`src/hdl/sdm_pkg.sv`:
```
// Shared types and constants of the spray dose monitor.
`timescale 1ns / 1ps
package sdm_pkg;

  // Divider operand widths: widest dividend is pulses * 2000000, widest divisor 15 * flow gap.
  localparam int unsigned DIV_NW = 37;
  localparam int unsigned DIV_DW = 36;

  // Configuration port geometry.
  localparam int unsigned CFG_IDX_W  = 3;
  localparam int unsigned CFG_DATA_W = 32;

  // Register indexes.
  localparam logic [CFG_IDX_W-1:0] CFG_STEP_LEN = 3'd0;
  localparam logic [CFG_IDX_W-1:0] CFG_WIDTH    = 3'd1;
  localparam logic [CFG_IDX_W-1:0] CFG_TARGET   = 3'd2;
  localparam logic [CFG_IDX_W-1:0] CFG_TOL      = 3'd3;
  localparam logic [CFG_IDX_W-1:0] CFG_THRESH   = 3'd4;
  localparam logic [CFG_IDX_W-1:0] CFG_MIN_GAP  = 3'd5;
  localparam logic [CFG_IDX_W-1:0] CFG_WINDOW   = 3'd6;
  localparam logic [CFG_IDX_W-1:0] CFG_IDLE     = 3'd7;

  // Dose status codes.
  localparam logic [2:0] ST_PAUSED  = 3'd0;
  localparam logic [2:0] ST_STOPPED = 3'd1;
  localparam logic [2:0] ST_UNDER   = 3'd2;
  localparam logic [2:0] ST_OVER    = 3'd3;
  localparam logic [2:0] ST_WITHIN  = 3'd4;

  // Request to the shared divider.
  typedef struct packed {
    logic              start;
    logic [DIV_NW-1:0] num;
    logic [DIV_DW-1:0] den;
  } div_req_t;

  // Response from the shared divider.
  typedef struct packed {
    logic              busy;
    logic              done;
    logic [DIV_NW-1:0] quo;
  } div_rsp_t;

endpackage

```
`src/hdl/sdm_if.sv`:
```
// Valid/ready channels carrying one tick request and one monitor result.
`timescale 1ns / 1ps
interface sdm_in_if;
  logic               valid;
  logic               ready;
  logic               toggle_run;
  logic               accel_valid;
  logic signed [15:0] accel_x;
  logic signed [15:0] accel_y;
  logic signed [15:0] accel_z;
  logic [7:0]         flow_pulses;
  logic [31:0]        now_ms;

  modport source (output valid, toggle_run, accel_valid, accel_x, accel_y, accel_z,
                  flow_pulses, now_ms, input ready);
  modport sink   (input valid, toggle_run, accel_valid, accel_x, accel_y, accel_z,
                  flow_pulses, now_ms, output ready);
endinterface

interface sdm_out_if;
  logic        valid;
  logic        ready;
  logic        running;
  logic [31:0] step_count;
  logic [11:0] speed_mm_s;
  logic [15:0] flow_ml_min;
  logic [15:0] dose_l_ha;
  logic [2:0]  dose_status;

  modport source (output valid, running, step_count, speed_mm_s, flow_ml_min, dose_l_ha,
                  dose_status, input ready);
  modport sink   (input valid, running, step_count, speed_mm_s, flow_ml_min, dose_l_ha,
                  dose_status, output ready);
endinterface

```
`src/hdl/spray_dose_monitor_unit.sv`:
```
// Spray dose monitor: step and speed tracking, flow windowing, dose and status per tick.
// Sequence: a paused tick goes from idle to the output state; a running tick passes the
// squarer, step, decay, dose, classify and output states, plus a smoothing state after the
// speed division and a wait on the divider (one quotient bit per cycle over 37 bits) for
// each division it needs (speed, flow, dose). Requests are taken one at a time, in idle.
// Reset (asynchronous, active low) restores the default registers, sets running, clears state.
`timescale 1ns / 1ps
module spray_dose_monitor_unit import sdm_pkg::*; (
  input  logic                  clk_i,
  input  logic                  rst_ni,
  sdm_in_if.sink                in_s,
  sdm_out_if.source             out_m,
  input  logic                  cfg_we_i,
  input  logic [CFG_IDX_W-1:0]  cfg_idx_i,
  input  logic [CFG_DATA_W-1:0] cfg_data_i
);

  // Sequencer states.
  localparam logic [3:0] S_IDLE  = 4'd0;
  localparam logic [3:0] S_SQ    = 4'd1;
  localparam logic [3:0] S_STEP  = 4'd2;
  localparam logic [3:0] S_VDIV  = 4'd3;
  localparam logic [3:0] S_SDIV  = 4'd4;
  localparam logic [3:0] S_DECAY = 4'd5;
  localparam logic [3:0] S_FDIV  = 4'd6;
  localparam logic [3:0] S_DOSE  = 4'd7;
  localparam logic [3:0] S_DDIV  = 4'd8;
  localparam logic [3:0] S_CLASS = 4'd9;
  localparam logic [3:0] S_OUT   = 4'd10;

  function automatic logic [15:0] sat16(input logic [DIV_NW-1:0] v);
    sat16 = (v[DIV_NW-1:16] != '0) ? 16'hFFFF : v[15:0];
  endfunction

  // Configuration registers.
  logic [10:0] cfg_step_len_q;
  logic [14:0] cfg_width_q;
  logic [13:0] cfg_target_q;
  logic [6:0]  cfg_tol_q;
  logic [31:0] cfg_thresh_q;
  logic [15:0] cfg_min_gap_q;
  logic [15:0] cfg_window_q;
  logic [15:0] cfg_idle_q;

  // Monitor state.
  logic [3:0]  state_q;
  logic        run_q;
  logic [31:0] steps_q;
  logic [31:0] last_step_q;
  logic [31:0] last_flow_q;
  logic [15:0] acc_q;
  logic [11:0] speed_q;
  logic [15:0] flow_q;
  logic [15:0] dose_q;
  logic [2:0]  stat_q;

  // Latched request and magnitude accumulation.
  logic               av_q;
  logic signed [15:0] ax_q, ay_q, az_q;
  logic [31:0]        now_q;
  logic [31:0]        mag_q;
  logic [1:0]         sq_cnt_q;

  // Weighted speed sum waiting to be divided by ten.
  logic [14:0] spd_num_q;

  // Result register.
  logic        out_valid_q;
  logic        out_running_q;
  logic [31:0] out_steps_q;
  logic [11:0] out_speed_q;
  logic [15:0] out_flow_q;
  logic [15:0] out_dose_q;
  logic [2:0]  out_status_q;

  div_req_t div_req_q;
  div_rsp_t div_rsp;

  sdm_div u_div (
    .clk_i  (clk_i),
    .rst_ni (rst_ni),
    .req_i  (div_req_q),
    .rsp_o  (div_rsp)
  );

  // Combinational helpers for the sequencer.
  logic               run_n;
  logic [16:0]        acc_sum;
  logic signed [15:0] sq_sel;
  logic signed [31:0] sq_val;
  logic [31:0]        step_gap;
  logic [20:0]        step_num;
  logic [43:0]        gap_lim;
  logic [14:0]        spd_num;
  logic [30:0]        spd_prod;
  logic [11:0]        half_spd;
  logic [31:0]        flow_gap;
  logic [15:0]        win;
  logic [26:0]        dose_den;
  logic [22:0]        d100;
  logic [7:0]         lo_fac;
  logic [7:0]         hi_fac;
  logic [21:0]        lo_lim;
  logic [21:0]        hi_lim;

  assign run_n    = run_q ^ in_s.toggle_run;
  assign acc_sum  = {1'b0, acc_q} + 17'(in_s.flow_pulses);
  assign sq_val   = sq_sel * sq_sel;
  assign step_gap = now_q - last_step_q;
  assign step_num = 21'(cfg_step_len_q) * 21'd1000;
  assign gap_lim  = 44'(step_gap) * 44'd3000;
  assign spd_num  = 15'(speed_q) * 15'd4 + 15'(div_rsp.quo[11:0]) * 15'd6;
  // Reciprocal of ten: the product shifted right by 19 is exact for any 16-bit value.
  assign spd_prod = 31'(spd_num_q) * 31'd52429;
  assign half_spd = speed_q >> 1;
  assign flow_gap = now_q - last_flow_q;
  assign win      = (cfg_window_q == '0) ? 16'd1 : cfg_window_q;
  assign dose_den = 27'(speed_q) * 27'(cfg_width_q);
  assign d100     = 23'(dose_q) * 23'd100;
  assign lo_fac   = 8'd100 - {1'b0, cfg_tol_q};
  assign hi_fac   = 8'd100 + {1'b0, cfg_tol_q};
  assign lo_lim   = 22'(cfg_target_q) * 22'(lo_fac);
  assign hi_lim   = 22'(cfg_target_q) * 22'(hi_fac);

  // Axis picked for the shared squarer.
  always_comb begin
    case (sq_cnt_q)
      2'd0:    sq_sel = ax_q;
      2'd1:    sq_sel = ay_q;
      default: sq_sel = az_q;
    endcase
  end

  assign in_s.ready = (state_q == S_IDLE);

  // Configuration writes, sequencer and state updates.
  always_ff @(posedge clk_i or negedge rst_ni) begin
    if (!rst_ni) begin
      cfg_step_len_q <= 11'd664;
      cfg_width_q    <= 15'd2000;
      cfg_target_q   <= 14'd150;
      cfg_tol_q      <= 7'd10;
      cfg_thresh_q   <= 32'd419430400;
      cfg_min_gap_q  <= 16'd400;
      cfg_window_q   <= 16'd200;
      cfg_idle_q     <= 16'd1500;
      state_q        <= S_IDLE;
      run_q          <= 1'b1;
      steps_q        <= '0;
      last_step_q    <= '0;
      last_flow_q    <= '0;
      acc_q          <= '0;
      speed_q        <= '0;
      flow_q         <= '0;
      dose_q         <= '0;
      stat_q         <= ST_PAUSED;
      av_q           <= 1'b0;
      ax_q           <= '0;
      ay_q           <= '0;
      az_q           <= '0;
      now_q          <= '0;
      mag_q          <= '0;
      sq_cnt_q       <= '0;
      spd_num_q      <= '0;
      div_req_q      <= '0;
      out_valid_q    <= 1'b0;
      out_running_q  <= 1'b0;
      out_steps_q    <= '0;
      out_speed_q    <= '0;
      out_flow_q     <= '0;
      out_dose_q     <= '0;
      out_status_q   <= ST_PAUSED;
    end else begin
      div_req_q.start <= 1'b0;
      if (out_valid_q && out_m.ready) begin
        out_valid_q <= 1'b0;
      end

      if (cfg_we_i) begin
        case (cfg_idx_i)
          CFG_STEP_LEN: cfg_step_len_q <= cfg_data_i[10:0];
          CFG_WIDTH:    cfg_width_q    <= cfg_data_i[14:0];
          CFG_TARGET:   cfg_target_q   <= cfg_data_i[13:0];
          CFG_TOL:      cfg_tol_q      <= cfg_data_i[6:0];
          CFG_THRESH:   cfg_thresh_q   <= cfg_data_i;
          CFG_MIN_GAP:  cfg_min_gap_q  <= cfg_data_i[15:0];
          CFG_WINDOW:   cfg_window_q   <= cfg_data_i[15:0];
          CFG_IDLE:     cfg_idle_q     <= cfg_data_i[15:0];
          default:      cfg_idle_q     <= cfg_idle_q;
        endcase
      end

      case (state_q)
        // Take a request, apply a run toggle and, while running, gather flow pulses.
        S_IDLE: begin
          if (in_s.valid) begin
            run_q    <= run_n;
            av_q     <= in_s.accel_valid;
            ax_q     <= in_s.accel_x;
            ay_q     <= in_s.accel_y;
            az_q     <= in_s.accel_z;
            now_q    <= in_s.now_ms;
            mag_q    <= '0;
            sq_cnt_q <= '0;
            if (run_n) begin
              acc_q   <= acc_sum[16] ? 16'hFFFF : acc_sum[15:0];
              state_q <= S_SQ;
            end else begin
              stat_q  <= ST_PAUSED;
              state_q <= S_OUT;
            end
          end
        end
        // Squared magnitude, one axis a cycle.
        S_SQ: begin
          mag_q    <= mag_q + 32'(sq_val);
          sq_cnt_q <= sq_cnt_q + 2'd1;
          if (sq_cnt_q == 2'd2) begin
            state_q <= S_STEP;
          end
        end
        // Step detection; a plausible stride starts the speed division.
        S_STEP: begin
          state_q <= S_DECAY;
          if (av_q && mag_q > cfg_thresh_q && step_gap > 32'(cfg_min_gap_q)) begin
            steps_q     <= steps_q + 32'd1;
            last_step_q <= now_q;
            if (last_step_q != '0 && step_gap > 32'd100 && 44'(step_num) < gap_lim) begin
              div_req_q.start <= 1'b1;
              div_req_q.num   <= DIV_NW'(step_num);
              div_req_q.den   <= DIV_DW'(step_gap);
              state_q         <= S_VDIV;
            end
          end
        end
        // Smooth the new speed: 40 % old, 60 % new, over ten.
        S_VDIV: begin
          if (div_rsp.done) begin
            spd_num_q <= spd_num;
            state_q   <= S_SDIV;
          end
        end
        S_SDIV: begin
          speed_q <= spd_prod[30:19];
          state_q <= S_DECAY;
        end
        // Idle decay of speed and the flow window check.
        S_DECAY: begin
          if (step_gap > 32'(cfg_idle_q)) begin
            speed_q <= (half_spd < 12'd50) ? 12'd0 : half_spd;
          end
          state_q <= S_DOSE;
          if (flow_gap >= 32'(win)) begin
            acc_q       <= '0;
            last_flow_q <= now_q;
            if (32'(acc_q) * 32'd2000 > flow_gap) begin
              div_req_q.start <= 1'b1;
              div_req_q.num   <= DIV_NW'(acc_q) * DIV_NW'(2000000);
              div_req_q.den   <= DIV_DW'(flow_gap) * DIV_DW'(15);
              state_q         <= S_FDIV;
            end else begin
              flow_q <= '0;
            end
          end
        end
        S_FDIV: begin
          if (div_rsp.done) begin
            flow_q  <= sat16(div_rsp.quo);
            state_q <= S_DOSE;
          end
        end
        // Dose from flow over speed times width.
        S_DOSE: begin
          state_q <= S_CLASS;
          if (speed_q > 12'd100 && flow_q > 16'd50) begin
            if (dose_den == '0) begin
              dose_q <= 16'hFFFF;
            end else begin
              div_req_q.start <= 1'b1;
              div_req_q.num   <= DIV_NW'(flow_q) * DIV_NW'(600000);
              div_req_q.den   <= DIV_DW'(dose_den);
              state_q         <= S_DDIV;
            end
          end else begin
            dose_q <= '0;
          end
        end
        S_DDIV: begin
          if (div_rsp.done) begin
            dose_q  <= sat16(div_rsp.quo);
            state_q <= S_CLASS;
          end
        end
        // Classify against the tolerance band.
        S_CLASS: begin
          if (dose_q == '0) begin
            stat_q <= ST_STOPPED;
          end else if (cfg_tol_q < 7'd100 && 23'(lo_lim) > d100) begin
            stat_q <= ST_UNDER;
          end else if (d100 > 23'(hi_lim)) begin
            stat_q <= ST_OVER;
          end else begin
            stat_q <= ST_WITHIN;
          end
          state_q <= S_OUT;
        end
        // Hand the result over once the result register is free.
        S_OUT: begin
          if (!out_valid_q || out_m.ready) begin
            out_valid_q   <= 1'b1;
            out_running_q <= run_q;
            out_steps_q   <= steps_q;
            out_speed_q   <= speed_q;
            out_flow_q    <= flow_q;
            out_dose_q    <= dose_q;
            out_status_q  <= stat_q;
            state_q       <= S_IDLE;
          end
        end
        default: state_q <= S_IDLE;
      endcase
    end
  end

  assign out_m.valid       = out_valid_q;
  assign out_m.running     = out_running_q;
  assign out_m.step_count  = out_steps_q;
  assign out_m.speed_mm_s  = out_speed_q;
  assign out_m.flow_ml_min = out_flow_q;
  assign out_m.dose_l_ha   = out_dose_q;
  assign out_m.dose_status = out_status_q;

  // A quotient only arrives while the sequencer waits for one.
  a_done_wait: assert property (@(posedge clk_i) disable iff (!rst_ni)
    div_rsp.done |-> (state_q == S_VDIV || state_q == S_FDIV || state_q == S_DDIV))
    else $error("quotient arrived outside a wait state");

  // The paused status goes with a paused result and only with it.
  a_status_run: assert property (@(posedge clk_i) disable iff (!rst_ni)
    out_valid_q |-> ((out_status_q == ST_PAUSED) == !out_running_q))
    else $error("status disagrees with run flag");

  // Smoothed speed never leaves its range.
  a_speed_range: assert property (@(posedge clk_i) disable iff (!rst_ni)
    speed_q <= 12'd2999) else $error("speed out of range");

endmodule

```
`src/hdl/sdm_div.sv`:
```
// Shared restoring divider producing one quotient bit per cycle while a division runs.
`timescale 1ns / 1ps
module sdm_div import sdm_pkg::*; (
  input  logic     clk_i,
  input  logic     rst_ni,
  input  div_req_t req_i,
  output div_rsp_t rsp_o
);

  logic              busy_q;
  logic              done_q;
  logic [5:0]        cnt_q;
  logic [DIV_DW-1:0] rem_q;
  logic [DIV_DW-1:0] den_q;
  logic [DIV_NW-1:0] quo_q;
  logic [DIV_DW:0]   trial;
  logic              fits;

  // Shift the next dividend bit into the partial remainder and try the divisor.
  assign trial = {rem_q, quo_q[DIV_NW-1]};
  assign fits  = trial >= {1'b0, den_q};

  // Iteration control and datapath.
  always_ff @(posedge clk_i or negedge rst_ni) begin
    if (!rst_ni) begin
      busy_q <= 1'b0;
      done_q <= 1'b0;
      cnt_q  <= '0;
      rem_q  <= '0;
      den_q  <= '0;
      quo_q  <= '0;
    end else begin
      done_q <= 1'b0;
      if (req_i.start && !busy_q) begin
        busy_q <= 1'b1;
        cnt_q  <= '0;
        rem_q  <= '0;
        den_q  <= req_i.den;
        quo_q  <= req_i.num;
      end else if (busy_q) begin
        rem_q <= fits ? DIV_DW'(trial - {1'b0, den_q}) : trial[DIV_DW-1:0];
        quo_q <= {quo_q[DIV_NW-2:0], fits};
        cnt_q <= cnt_q + 6'd1;
        if (cnt_q == 6'(DIV_NW - 1)) begin
          busy_q <= 1'b0;
          done_q <= 1'b1;
        end
      end
    end
  end

  assign rsp_o.busy = busy_q;
  assign rsp_o.done = done_q;
  assign rsp_o.quo  = quo_q;

  // A new division is only requested while the unit is free.
  a_start_free: assert property (@(posedge clk_i) disable iff (!rst_ni)
    req_i.start |-> !busy_q) else $error("divider started while busy");

  // Completion is flagged exactly when the iteration ends.
  a_done_end: assert property (@(posedge clk_i) disable iff (!rst_ni)
    $fell(busy_q) |-> done_q) else $error("divider ended without done");

  // The divisor holds for the whole iteration.
  a_den_hold: assert property (@(posedge clk_i) disable iff (!rst_ni)
    busy_q && $past(busy_q) |-> $stable(den_q)) else $error("divisor changed mid division");

endmodule
```
`src/flat_wrapper.sv`:
```
// flat-port wrapper written by rule: the top's interface ports become plain ports
module spray_dose_monitor_unit_flat import sdm_pkg::*;
  (clk_i, rst_ni, cfg_we_i, cfg_idx_i, cfg_data_i, in_s_valid, in_s_toggle_run, in_s_accel_valid, in_s_accel_x, in_s_accel_y, in_s_accel_z, in_s_flow_pulses, in_s_now_ms, in_s_ready, out_m_valid, out_m_running, out_m_step_count, out_m_speed_mm_s, out_m_flow_ml_min, out_m_dose_l_ha, out_m_dose_status, out_m_ready);
  sdm_in_if in_s_i ();
  sdm_out_if out_m_i ();
  input  logic clk_i;
  input  logic rst_ni;
  input  logic cfg_we_i;
  input  logic [CFG_IDX_W-1:0] cfg_idx_i;
  input  logic [CFG_DATA_W-1:0] cfg_data_i;
  input wire logic [$bits(in_s_i.valid)-1:0] in_s_valid;
  input wire logic [$bits(in_s_i.toggle_run)-1:0] in_s_toggle_run;
  input wire logic [$bits(in_s_i.accel_valid)-1:0] in_s_accel_valid;
  input wire logic [$bits(in_s_i.accel_x)-1:0] in_s_accel_x;
  input wire logic [$bits(in_s_i.accel_y)-1:0] in_s_accel_y;
  input wire logic [$bits(in_s_i.accel_z)-1:0] in_s_accel_z;
  input wire logic [$bits(in_s_i.flow_pulses)-1:0] in_s_flow_pulses;
  input wire logic [$bits(in_s_i.now_ms)-1:0] in_s_now_ms;
  output wire logic [$bits(in_s_i.ready)-1:0] in_s_ready;
  output wire logic [$bits(out_m_i.valid)-1:0] out_m_valid;
  output wire logic [$bits(out_m_i.running)-1:0] out_m_running;
  output wire logic [$bits(out_m_i.step_count)-1:0] out_m_step_count;
  output wire logic [$bits(out_m_i.speed_mm_s)-1:0] out_m_speed_mm_s;
  output wire logic [$bits(out_m_i.flow_ml_min)-1:0] out_m_flow_ml_min;
  output wire logic [$bits(out_m_i.dose_l_ha)-1:0] out_m_dose_l_ha;
  output wire logic [$bits(out_m_i.dose_status)-1:0] out_m_dose_status;
  input wire logic [$bits(out_m_i.ready)-1:0] out_m_ready;
  assign in_s_i.valid = in_s_valid;
  assign in_s_i.toggle_run = in_s_toggle_run;
  assign in_s_i.accel_valid = in_s_accel_valid;
  assign in_s_i.accel_x = in_s_accel_x;
  assign in_s_i.accel_y = in_s_accel_y;
  assign in_s_i.accel_z = in_s_accel_z;
  assign in_s_i.flow_pulses = in_s_flow_pulses;
  assign in_s_i.now_ms = in_s_now_ms;
  assign in_s_ready = in_s_i.ready;
  assign out_m_valid = out_m_i.valid;
  assign out_m_running = out_m_i.running;
  assign out_m_step_count = out_m_i.step_count;
  assign out_m_speed_mm_s = out_m_i.speed_mm_s;
  assign out_m_flow_ml_min = out_m_i.flow_ml_min;
  assign out_m_dose_l_ha = out_m_i.dose_l_ha;
  assign out_m_dose_status = out_m_i.dose_status;
  assign out_m_i.ready = out_m_ready;
  spray_dose_monitor_unit u_core (.clk_i(clk_i), .rst_ni(rst_ni), .in_s(in_s_i), .out_m(out_m_i), .cfg_we_i(cfg_we_i), .cfg_idx_i(cfg_idx_i), .cfg_data_i(cfg_data_i));
endmodule
```
`config.mk`:
```
export PLATFORM = sky130hd
export DESIGN_NAME = spray_dose_monitor_unit_flat
export DESIGN_NICKNAME = d
export VERILOG_FILES = /design/src/hdl/sdm_pkg.sv /design/src/hdl/sdm_if.sv /design/src/hdl/spray_dose_monitor_unit.sv /design/src/hdl/sdm_div.sv /design/src/flat_wrapper.sv
export SDC_FILE = /design/constraint.sdc
export NUM_CORES = 2
export LEC_CHECK = 0
export ABC_AREA = 1
export BUFFER_PORTS_ARGS = -buffer_cell sky130_fd_sc_hd__clkbuf_2
export CAP_MARGIN = 5
export CORE_MARGIN = 10
export CORE_UTILIZATION = 50
export DETAILED_ROUTE_END_ITERATION = 8
export GPL_TIMING_DRIVEN = 1
export PLACE_DENSITY = 0.8
export SYNTH_ARGS = -nofsm -noshare
export SYNTH_HDL_FRONTEND = slang
export SYNTH_SLANG_ARGS = --single-unit
```
`constraint.sdc`:
```
create_clock -name clk_i -period 6.9 [get_ports clk_i]
set_clock_uncertainty 0.15 [all_clocks]
set_input_delay 0.345 -clock clk_i [delete_from_list [all_inputs] [get_ports clk_i]]
set_output_delay 0.345 -clock clk_i [all_outputs]
set_load 0.03 [all_outputs]
```
==> impl_metrics.yaml <==
synthesis:
  postSynthAreaPerCell_um2: 7.87
  syn-cell-area_um2: 91000
  ys_seq_elements: 689
  synth.distinct_cells: 69
  synthesis.nets: 13895
  ys_warn_count: 0
  synth_async_sr_flop_share_pct: 100
  seq_area_frac_synth_pct: 19.0
  syn_inst: 11566
  dominantRegCellSynth: "dfrtp_1"
  synth_edf_count: 0
worst_setup_path:
  r2r_slack_ns: -0.45
  required_ns: 7.40
  start_kind: "flop"
  critPathMaxFanout: 12
  slowest_delay_ns: 0.57
  setup.worst_path.end_class: "flop"
  critPathKind: "reg -> reg"
  crit_path_frequent_cell: "nand2_2"
  crit_arrival_ns: 7.85
  cp_slowest_cell: "fa_1"
clock_network:
  numCtsBuffers: 80
  cts-root-buf: "clkbuf_16"
  clock-sinks: 689
  cts_max_level: 3
  clk_latency_ns: 0.73
  cts_tree: "yes"
  clkSlewWorstSetupHoldPaths_ns: 0.06
  ctsLongestPathBuffers: 3
place:
  pre_cts_ws_ns: -0.880
  portBuffers: 211
  place_inst: 14651
  gp_congestion: 0.982
  dpl.hpwl_um: 220000
drt:
  wl_per_cell_um: 19.0
  drc: 1
  drt_iter0_drc: 7612
  vias: 82047
  firstDrtPassIters: 9
  final_antenna_net_count: 0
  viasPerCell: 5.46
  wl_um: 285000
sta:
  fin_crit_sh_pct: 107
  layout_min_cycle_time_ns: 7.35
  fmaxAchievable_ghz: 0.136
  relSlewSlack_pct: 19.3
  tns_ns: -30.98
  tightestPinTransition_ns: 1.21
  finalMaxSlewViolations: 0
  setup_viol: 90
  rsz0062_at_grt: "true"
  fin_ws_ns: -0.451
  hold_viol: 0
finish:
  drive_gt1_share_pct: 15.0
  final_util_pct: 59.6
  layout_common_cells: "inv_1, nand2_1, ha_1, fa_1, buf_4"
  layout.cells.non_filler: 15031
  syn_to_final_growth_pct: 18.4
  final_common_cell: "inv_1"
  fill_cells: 14930
  nets: 14919
global_routing:
  grt_usage_pct: 27.4
  grt_pass1_wl_um: 438000
  grt_max_degree: 146
  antenna_found_initial: 12
  grt_pass1_vias: 81955
  grt_overflow: 0
floorplan:
  ios: 212
  die_h_um: 447
  dieArea_um2: 200000
  core_um2: 181000
  initial_core_util_pct: 50.3
  rows: 156
  die-width_um: 447
outcome:
  violations: "DRC, setup timing"
  status: "finished, violations left"
job:
  maxCapViolCount: 0
hold_path:
  hp-class: "in -> reg"
## logic make-up after synthesis
kind of cell,synth area share (%)
xor+xnor,3.46
mux,0.173
flops,19.0
fa+ha+maj,38.5
simple gates,16.8
buf+inv,12.1
compound gates,10.0
## metal layers
layer	GRT usage [%]	vias to the layer above	part of all wire [%]
met4	13.7	6	6.6
met1	34.3	39145	38
met3	5.71	1062	9.2
met2	45.0	3813	46
met5	0	-	0.014
li1	-	38021	-
## metrics by stage
stage | instance area [um2] | hold WS, ns
global placement | 99900 | 0.234
global route | 108000 | 0.0853
floorplan | 91100 | -0.101
finish | 108000 | 0.0463
detailed placement | 99900 | 0.235
CTS | 106000 | 0.0122
## layout make-up
cell class	count	area (um2)	area share, %
flip-flops and latches	689	17300	16.0
clock buffers	106	2230	2.07
inverters	2635	9950	9.23
multi-input cells	7984	65400	60.7
well taps	2370	2970	2.75
repair buffers	1200	9440	8.76
clock inverters	41	440	0.409
diodes	6	15.0	0.0139
## final timing paths
check / from / to / cells past startpoint
worst max register to register: u_core.now_q[0]$_DFFE_PN0P_ / u_core.div_req_q[47]$_DFFE_PN0P_ / 46
max in group asynchronous: rst_ni / u_core.u_div.den_q[9]$_DFFE_PN0P_ / 4
min in group asynchronous: rst_ni / u_core.out_m.flow_ml_min[15]$_DFFE_PN0P_ / 2
worst min register to register: u_core.cfg_min_gap_q[15]$_DFFE_PN0P_ / u_core.cfg_min_gap_q[15]$_DFFE_PN0P_ / 2
worst min-delay path: in_s_flow_pulses[1] / u_core.acc_q[1]$_DFFE_PN0P_ / 6
worst max-delay path: u_core.now_q[0]$_DFFE_PN0P_ / u_core.div_req_q[47]$_DFFE_PN0P_ / 46
## synth_stat cells, drive strengths merged, types with 101 or more instances
library cell,number,area [um2]
fa,1000,20000
nor3,101,528
o21ai,751,3760
dfrtp,656,16400
xnor2,137,1200
nand3,352,1820
nor2,600,2310
nand2,2521,9540
clkbuf,197,739
ha,1199,15000
xor2,223,1950
inv,2628,9870
a21oi,589,2980
## flip-flops by register name, indices dropped and copies added (netlist names), 36 cells and up
signal	flops
u_core.div_req_q	71
u_core.u_div.den_q	36
u_core.u_div.quo_q	37
u_core.u_div.rem_q	36
## critical path, delay by kind of cell, from the launching register on
family,cells,cell delay [ns]
AND/OR/NAND/NOR,24,2.28
AO/OA/AOI/OAI,2,0.22
XOR/XNOR,2,0.49
flip-flops,1,0.37
adder cells (fa/ha/maj),8,2.92
buffers and inverters,10,0.82
## timing repair
| item | 4_1_cts | 5_1_grt |
|---|---|---|
| buffers inserted | 54 | 57 |
| pin swaps | 142 | 247 |
| resized for setup | 283 | 445 |
| cloned | 11 | 2 |
| endpoints found under the setup margin | 93 | 116 |
| endpoints found under the hold margin | 181 | 0 |
| hold buffers | 114 | 0 |
Power is not shown: default switching activity piles up to over one toggle a cycle in this logic, so the estimate is an artifact.
